File: config.mk
export PLATFORM = sky130hd
export DESIGN_NAME = modular_inverse_ext_euclid
export DESIGN_NICKNAME = d
export VERILOG_FILES = /design/src/rtl/modinv_pkg.sv /design/src/rtl/modular_inverse_ext_euclid.sv
export SDC_FILE = /design/constraint.sdc
export NUM_CORES = 2
export LEC_CHECK = 0
export CORE_ASPECT_RATIO = 1.5
export CORE_MARGIN = 10
export CORE_UTILIZATION = 51
export DETAILED_ROUTE_END_ITERATION = 8
export DONT_BUFFER_PORTS = 1
export PLACE_DENSITY = 0.66
export SETUP_SLACK_MARGIN = 0.05
export SLEW_MARGIN = 10
export SYNTH_ARGS = -nofsm -noshare
export SYNTH_HDL_FRONTEND = slang
export SYNTH_SLANG_ARGS = --single-unit
File: constraint.sdc
create_clock -name clk -period 26.7 [get_ports clk]
set_input_delay 1.335 -clock clk [delete_from_list [all_inputs] [get_ports clk]]
set_output_delay 1.335 -clock clk [all_outputs]
set_load 0.05 [all_outputs]
File: src/rtl/modinv_pkg.sv
// Package for the modular inverse block.
// Holds the sequencer state type and the field width defaults; no dependencies.
package modinv_pkg;

    localparam int FIELD_BITS = 64;
    localparam int WORD_BITS_DEFAULT = 64;

    typedef enum logic [2:0] {
        ST_IDLE,
        ST_DIV,
        ST_STEP,
        ST_MOD,
        ST_FINISH
    } state_t;

endpackage

File: src/rtl/modular_inverse_ext_euclid.sv
// Modular inverse by the extended Euclidean algorithm, top level.
// Depends on modinv_pkg for the state type and width defaults.
//
// A beat is taken when start is high and busy is low. Each Euclid step runs one
// shared restoring divider, one quotient bit per cycle, and builds q * s on the fly
// by shift and add. After the last step the same divider reduces the coefficient
// modulo the modulus, and a finish state forms the inverse. The number of Euclid
// iterations can reach about 93 at 64 bits; a zero modulus skips the divider and goes
// straight to the finish state. The result appears on the result ports with done high
// for a single cycle; the receiver cannot stall, so it must capture the beat in that
// cycle. Bits of value and modulus above WORD_BITS are ignored.
module modular_inverse_ext_euclid
    import modinv_pkg::*;
#(
    parameter int WORD_BITS = WORD_BITS_DEFAULT
) (
    input  logic                  clk,
    input  logic                  rst_n,
    input  logic                  start,
    input  logic [FIELD_BITS-1:0] value,
    input  logic [FIELD_BITS-1:0] modulus,
    output logic                  busy,
    output logic                  done,
    output logic [FIELD_BITS-1:0] inverse,
    output logic [FIELD_BITS-1:0] gcd,
    output logic                  not_invertible,
    output logic                  modulus_zero
);

    localparam int CNT_W = (WORD_BITS > 1) ? $clog2(WORD_BITS) : 1;
    localparam logic [CNT_W-1:0] CNT_LAST = CNT_W'(WORD_BITS - 1);

    state_t state_reg, state_next;

    logic [WORD_BITS-1:0] r_prev_reg, r_prev_next;
    logic [WORD_BITS-1:0] r_cur_reg, r_cur_next;
    logic [WORD_BITS-1:0] s_prev_reg, s_prev_next;
    logic [WORD_BITS-1:0] s_cur_reg, s_cur_next;
    logic [WORD_BITS-1:0] m_reg, m_next;
    logic [WORD_BITS-1:0] dq_reg, dq_next;
    logic [WORD_BITS-1:0] rem_reg, rem_next;
    logic [WORD_BITS-1:0] p_reg, p_next;
    logic [CNT_W-1:0]     cnt_reg, cnt_next;
    logic                 odd_reg, odd_next;
    logic                 mzero_reg, mzero_next;

    logic                  done_reg, done_next;
    logic [FIELD_BITS-1:0] inverse_reg, inverse_next;
    logic [FIELD_BITS-1:0] gcd_reg, gcd_next;
    logic                  not_inv_reg, not_inv_next;
    logic                  mz_out_reg, mz_out_next;

    logic [WORD_BITS-1:0] x_in;
    logic [WORD_BITS-1:0] m_in;
    logic                 accept;
    logic [WORD_BITS-1:0] divisor;
    logic [WORD_BITS:0]   rem_sh;
    logic [WORD_BITS:0]   diff;
    logic                 qbit;
    logic [WORD_BITS-1:0] rem_step;
    logic [WORD_BITS-1:0] p_step;
    logic [WORD_BITS-1:0] mag;
    logic [WORD_BITS-1:0] inv_word;
    logic [FIELD_BITS-1:0] inv_ext;
    logic [FIELD_BITS-1:0] gcd_ext;

    assign x_in   = value[WORD_BITS-1:0];
    assign m_in   = modulus[WORD_BITS-1:0];
    assign busy   = (state_reg != ST_IDLE);
    assign accept = start && !busy;

    // shared restoring divide step
    assign divisor  = (state_reg == ST_MOD) ? m_reg : r_cur_reg;
    assign rem_sh   = {rem_reg, dq_reg[WORD_BITS-1]};
    assign diff     = rem_sh - {1'b0, divisor};
    assign qbit     = !diff[WORD_BITS];
    assign rem_step = qbit ? diff[WORD_BITS-1:0] : rem_sh[WORD_BITS-1:0];
    assign p_step   = {p_reg[WORD_BITS-2:0], 1'b0} + (qbit ? s_cur_reg : '0);

    assign mag      = rem_reg;
    assign inv_word = (odd_reg && (mag != '0)) ? (m_reg - mag) : mag;

    always_comb
    begin
        inv_ext = '0;
        gcd_ext = '0;
        inv_ext[WORD_BITS-1:0] = inv_word;
        gcd_ext[WORD_BITS-1:0] = r_prev_reg;
    end

    always_comb
    begin
        state_next = state_reg;
        unique case (state_reg)
            ST_IDLE:
            begin
                if (accept)
                begin
                    state_next = (m_in == '0) ? ST_FINISH : ST_DIV;
                end
            end
            ST_DIV:
            begin
                if (cnt_reg == CNT_LAST)
                begin
                    state_next = ST_STEP;
                end
            end
            ST_STEP:
            begin
                state_next = (rem_reg == '0) ? ST_MOD : ST_DIV;
            end
            ST_MOD:
            begin
                if (cnt_reg == CNT_LAST)
                begin
                    state_next = ST_FINISH;
                end
            end
            ST_FINISH:
            begin
                state_next = ST_IDLE;
            end
            default:
            begin
                state_next = ST_IDLE;
            end
        endcase
    end

    always_comb
    begin
        r_prev_next  = r_prev_reg;
        r_cur_next   = r_cur_reg;
        s_prev_next  = s_prev_reg;
        s_cur_next   = s_cur_reg;
        m_next       = m_reg;
        dq_next      = dq_reg;
        rem_next     = rem_reg;
        p_next       = p_reg;
        cnt_next     = cnt_reg;
        odd_next     = odd_reg;
        mzero_next   = mzero_reg;
        done_next    = 1'b0;
        inverse_next = inverse_reg;
        gcd_next     = gcd_reg;
        not_inv_next = not_inv_reg;
        mz_out_next  = mz_out_reg;
        unique case (state_reg)
            ST_IDLE:
            begin
                if (accept)
                begin
                    r_prev_next = x_in;
                    r_cur_next  = m_in;
                    s_prev_next = WORD_BITS'(1);
                    s_cur_next  = '0;
                    m_next      = m_in;
                    dq_next     = x_in;
                    rem_next    = '0;
                    p_next      = '0;
                    cnt_next    = '0;
                    odd_next    = 1'b0;
                    mzero_next  = (m_in == '0);
                end
            end
            ST_DIV:
            begin
                dq_next  = {dq_reg[WORD_BITS-2:0], qbit};
                rem_next = rem_step;
                p_next   = p_step;
                cnt_next = cnt_reg + CNT_W'(1);
            end
            ST_STEP:
            begin
                r_prev_next = r_cur_reg;
                r_cur_next  = rem_reg;
                s_prev_next = s_cur_reg;
                s_cur_next  = s_prev_reg + p_reg;
                odd_next    = !odd_reg;
                dq_next     = (rem_reg == '0) ? s_cur_reg : r_cur_reg;
                rem_next    = '0;
                p_next      = '0;
                cnt_next    = '0;
            end
            ST_MOD:
            begin
                dq_next  = {dq_reg[WORD_BITS-2:0], qbit};
                rem_next = rem_step;
                cnt_next = cnt_reg + CNT_W'(1);
            end
            ST_FINISH:
            begin
                done_next = 1'b1;
                if (mzero_reg)
                begin
                    inverse_next = '0;
                    gcd_next     = '0;
                    not_inv_next = 1'b0;
                    mz_out_next  = 1'b1;
                end
                else
                begin
                    inverse_next = inv_ext;
                    gcd_next     = gcd_ext;
                    not_inv_next = (r_prev_reg != WORD_BITS'(1));
                    mz_out_next  = 1'b0;
                end
            end
            default:
            begin
                done_next = 1'b0;
            end
        endcase
    end

    always_ff @(posedge clk or negedge rst_n)
    begin
        if (!rst_n)
        begin
            state_reg <= ST_IDLE;
            done_reg  <= 1'b0;
            cnt_reg   <= '0;
            odd_reg   <= 1'b0;
            mzero_reg <= 1'b0;
        end
        else
        begin
            state_reg <= state_next;
            done_reg  <= done_next;
            cnt_reg   <= cnt_next;
            odd_reg   <= odd_next;
            mzero_reg <= mzero_next;
        end
    end

    always_ff @(posedge clk)
    begin
        r_prev_reg  <= r_prev_next;
        r_cur_reg   <= r_cur_next;
        s_prev_reg  <= s_prev_next;
        s_cur_reg   <= s_cur_next;
        m_reg       <= m_next;
        dq_reg      <= dq_next;
        rem_reg     <= rem_next;
        p_reg       <= p_next;
        inverse_reg <= inverse_next;
        gcd_reg     <= gcd_next;
        not_inv_reg <= not_inv_next;
        mz_out_reg  <= mz_out_next;
    end

    assign done           = done_reg;
    assign inverse        = inverse_reg;
    assign gcd            = gcd_reg;
    assign not_invertible = not_inv_reg;
    assign modulus_zero   = mz_out_reg;

endmodule

Word-level counts from Yosys, hierarchy flattened:

Index checks and enable logic that the tools add are counted.

* register bits after elaboration: 654
* input port bits: 131
* output and inout port bits: 132
* logic and storage cells: 78

* add/sub/neg operators: 5
* eq/ne operators: 9
* mux-type cells: 28
* reductions and logical operators: 19

Operator list (count)
* $mux 64: 9
* $pmux 64 s3: 3
* $pmux 64 s2: 4
* $add 64x64->64: 2
* $logic_not 64->1: 2
* $sub 65x64->65: 1
* $ne 64x1->1 const B: 1
* $reduce_bool 64->1: 1
* $sub 64x64->64: 1
* $pmux 6 s3: 1
* $mux 3: 4
* $pmux 3 s4: 1
* $reduce_bool 3->1: 3
* $reduce_and 2->1: 4
* $add 6x1->6 const B: 1
* $eq 3x2->1 const B: 2
* $eq 6x6->1 const B: 1
* $mux 6: 1
* $ne 2x2->1 const B: 2
* $eq 3x1->1 const B: 1
* $eq 3x3->1 const B: 1
* $logic_not 1->1: 3
* $logic_not 3->1: 1
* $mux 1: 3
* other kinds (7): 8

Logic depth before layout (Yosys ltp):

* depth in word-level cells: 6
* gate-level depth with buffers: 35
* gate-level depth less buffers: 29

Least setup slack after synthesis:

Ideal clock, no wire load.

* path kind: input to register
* start point: in start
* end point: reg odd_reg
* setup time: 654 ps
* arrival: 13116 ps
* path slack: 12930 ps
* stages on the path: 3
* cell sequence: nand2_1 -> o21ai_1 -> mux2i_1

* cells in the longest elaborated chain, start to end: 3

Ends and longest elaborated chain
* start, declared: line modular_inverse_ext_euclid.sv:19 `input logic start,`
* $logic_and 1x1->1: line modular_inverse_ext_euclid.sv:70 `assign accept = start && !busy;`
* $ne 2x2->1 (no source line)
* $reduce_and 2->1 (no source line)
* end signal, assigned: line modular_inverse_ext_euclid.sv:232 `odd_reg <= odd_next;`
* end, declared: line modular_inverse_ext_euclid.sv:44 `logic odd_reg, odd_next;`

Every way passes these cells.
A chain may end at the register's enable or synchronous reset.

Final worst setup path:

* start point: reg state_reg[0]
* end point: reg p_reg[56] (data pin)

* cells in the longest elaborated chain, start to end: 6
* elaborated cells between the ends (all ways): 9
* those cells by class: add/sub (2); eq/ne (3); mux (3); reduce/logical (1)

Ends and longest elaborated chain
* start, declared: line modular_inverse_ext_euclid.sv:33 `state_t state_reg, state_next;`
* start signal, assigned: line modular_inverse_ext_euclid.sv:229 `state_reg <= state_next;`
* $eq 3x2->1: line modular_inverse_ext_euclid.sv:73 `assign divisor = (state_reg == ST_MOD) ? m_reg : r_cur_reg;`
* $mux 64: line modular_inverse_ext_euclid.sv:73
* $sub 65x64->65: line modular_inverse_ext_euclid.sv:75 `assign diff = rem_sh - {1'b0, divisor};`
* $mux 64: line modular_inverse_ext_euclid.sv:78 `assign p_step = {p_reg[WORD_BITS-2:0], 1'b0} + (qbit ? s_cur_reg : '0);`
* $add 64x64->64: line modular_inverse_ext_euclid.sv:78
* $pmux 64 s3 *: line modular_inverse_ext_euclid.sv:149 `unique case (state_reg)`
* end signal, assigned: line modular_inverse_ext_euclid.sv:246 `p_reg <= p_next;`
* end, declared: line modular_inverse_ext_euclid.sv:42 `logic [WORD_BITS-1:0] p_reg, p_next;`

Mark *: on every way between the ends. The rest lies on a longest branch, timed or not.

==> flow_metrics.py <==
metrics = {
    "final_layout": {
        "register_area_sq_mm": 0.0196,
        "drive_above_1_share_pct": 6.01,
        "instances_no_fill": 5474,
        "fillers": 7499,
        "multi_input_area_sq_mm": 0.0220,
        "nNetsFinal": 4681,
        "area_growth_pct": 7.27,
    },
    "die": {
        "die_w_um": 257,
        "io_pins": 263,
        "start_util_pct": 51.4,
        "dieArea_sq_mm": 0.0966,
        "std_cell_rows": 130,
        "die_h_um": 376,
        "coreArea_sq_mm": 0.0838,
    },
    "place": {
        "io_buffers": 0,
        "pre_cts_slack_ns": 17.90,
        "gp_congestion": 1.01,
        "numPlacedInstances": 5344,
        "hpwl_mm": 108,
    },
    "clocking": {
        "cts_inserted_buffers": 69,
        "tritoncts": "done",
        "cts_resized": 0,
        "clk-insertion-delay-late_ns": 0.67,
        "htreeDepth": 3,
        "root_buffer": "clkbuf_16",
        "clk_pin_slew_ns": 0.07,
        "post_cts_buffers": 0,
        "cts_buffer_depth": 3,
        "hold_buffers": 0,
        "clkSinkCount": 654,
    },
    "power": {
        "cellLeakagePower_nw": 18.3,
        "peakVddDrop_mv": 0.113,
        "powerDensity_mw_per_mm2": 133,
    },
    "setup_path": {
        "reg2reg_slack_ns": 17.84,
        "critPathBufInv": 2,
        "startpoint_type": "register",
        "r2r-start": "state_reg[0]",
        "critPathSlowestCell": "buf_4",
        "critPathMaxStageDelay_ns": 0.69,
        "critPathTopFamily": "compound AO/OA/AOI/OAI gates",
        "cp.arrival_ns": 9.27,
        "cp_max_fo": 126,
        "reg2reg_to": "p_reg[56]",
        "ff2ff_path_depth": 27,
        "crit_path_frequent_cell": "a21o_1",
        "cp.required_ns": 27.11,
        "critical_path_class": "reg2reg",
        "critPathCaptureType": "register",
    },
    "sta": {
        "fmax_ghz": 0.113,
        "whs_ns": 0.361,
        "period_needed_ns": 8.86,
        "fin_skew_ns": 0.0286,
        "fin_crit_sh_pct": 33.2,
        "worst_pin_slew_ns": 1.22,
        "setup_viol": 0,
        "slew_headroom_pct": 16.6,
        "fin_ws_ns": 17.84,
        "final_max_slew_viol_count": 0,
        "fin_setup_tns_ns": 0,
        "rsz0062_at_grt": "false",
        "hold_viol_final": 0,
    },
    "yosys": {
        "netlist_instances": 4435,
        "yosys_warnings": 0,
        "synth_edf_count": 642,
        "synth_fp_nets": 4823,
        "syn_area_per_cell_sq_um": 9.70,
        "ys_ff_latch": 654,
        "ys_seq_area_share_pct": 45.5,
        "ys.flop_type": "edfxtp_1",
        "ys_async_sr_fraction_pct": 1.83,
        "yosys.cell_types.count": 82,
        "synthesis.area_sq_mm": 0.0430,
    },
    "grt": {
        "antenna_found_initial": 7,
        "grt.total_usage_pct": 29.3,
        "grt_pass1_wl_mm": 215,
        "grt_max_degree": 153,
        "grt_pass1_vias": 34309,
        "grt-ovfl-total": 0,
    },
    "run_status": {
        "outcome": "completed",
    },
    "route": {
        "drt_iter0_drc": 3101,
        "drcViolationCount": 0,
        "firstDrtPassIters": 6,
        "routed_wl_mm": 145,
        "vias": 34479,
        "ant_nets": 0,
        "wire_per_inst_um": 26.5,
        "viasPerCell": 6.30,
    },
    "run": {
        "cap_violations": 0,
    },
    "hold_path": {
        "min_path_type": "in2async",
    },
}
## synth_stat cells (all sizes together) (10+ instances only)
cell type  count  area share, %
and3          43           0.63
a41oi         12           0.24
o31ai         22           0.43
xor2          85            1.7
mux2          65            1.7
o21bai        53           0.92
nor3          52           0.60
buf           32           0.43
inv          137            1.2
o211ai        19           0.33
mux2i        114            2.7
o2111ai       12           0.24
nand2        614            5.4
o21ai        287            3.3
nor4          60           0.90
and2         149            2.2
a21o         170            3.0
a211oi        31           0.58
nor2         305            2.7
or3           17           0.25
clkbuf       219            1.9
nor2b         97            1.4
nand2b        25           0.36
a221oi        12           0.26
nand3         62           0.72
xnor2        134            2.7
edfxtp       642             45
a21boi        10           0.17
ha           253            7.4
a21oi        342            4.0
o21a          37           0.65
dfrtp         12           0.70
a31oi         41           0.60
nand4         86            1.3
a22oi         65            1.1
## area by class of cell
class,count,share of cell area (%)
clock inverters,34,0.835
clock buffers,90,4.16
repair buffers,38,0.672
diodes,6,0.0325
well taps,1122,3.04
inverters,137,1.12
multi-input cells,3393,47.7
flip-flops and latches,654,42.4
## cell usage in the layout, fill, tap and decap left out, types with 114 or more instances in the layout
| master | n |
|---|---|
| a21o_1 | 170 |
| a21oi_1 | 338 |
| xnor2_1 | 134 |
| and2_1 | 148 |
| o21ai_0 | 276 |
| nor2_1 | 304 |
| ha_1 | 253 |
| inv_1 | 136 |
| mux2i_1 | 114 |
| nand2_1 | 612 |
| edfxtp_1 | 642 |
## report_power, final
part | internal [mW] | total [mW] | switching (mW) | leakage [nW]
combinational | 1.33 | 3.44 | 2.12 | 10.9
sequential | 1.46 | 1.68 | 0.215 | 6.24
clock | 0.586 | 1.01 | 0.429 | 1.12
## how the worst max path moves through the flow
stage | startpoint | to | slack [ns] | cells after the start
2_1_floorplan | start | odd_reg | 12.93 | 3
3_3_place_gp | state_reg[0] | p_reg[56] | 18.07 | 27
3_5_place_dp | state_reg[0] | p_reg[56] | 17.90 | 27
4_1_cts | state_reg[0] | p_reg[56] | 17.88 | 27
5_1_grt | state_reg[0] | p_reg[56] | 17.37 | 27
6_report | state_reg[0] | p_reg[56] | 17.84 | 27
## metrics by stage
| step | util (%) | instance area (sq um) | power [mW] |
|---|---|---|---|
| after global placement | 52.3 | 43800 | 5.07 |
| after global routing | 55.1 | 46200 | 6.54 |
| after floorplan | - | 43000 | 4.21 |
| final | 55.1 | 46200 | 6.14 |
| after CTS | 55.1 | 46100 | 6.11 |
| after detailed placement | 52.3 | 43800 | 5.07 |
## logic make-up after synthesis
group	synth area share, %
and+or+nand+nor	16.9
AOI/OAI and AO/OA	17.7
DFF	45.5
buffers and inverters	3.55
adders and majority gates	7.54
xor gates and xnor gates	4.46
muxes	4.35
## routing by layer
layer	global-route usage, %	up-vias	part of all wire (%)
li1	-	16010	-
met1	34.2	16911	38
met2	50.2	1243	49
met3	5.79	309	7.3
met4	15.1	6	5.2
met5	0	-	0.032
No activity file was read; power rests on OpenSTA's default activity.
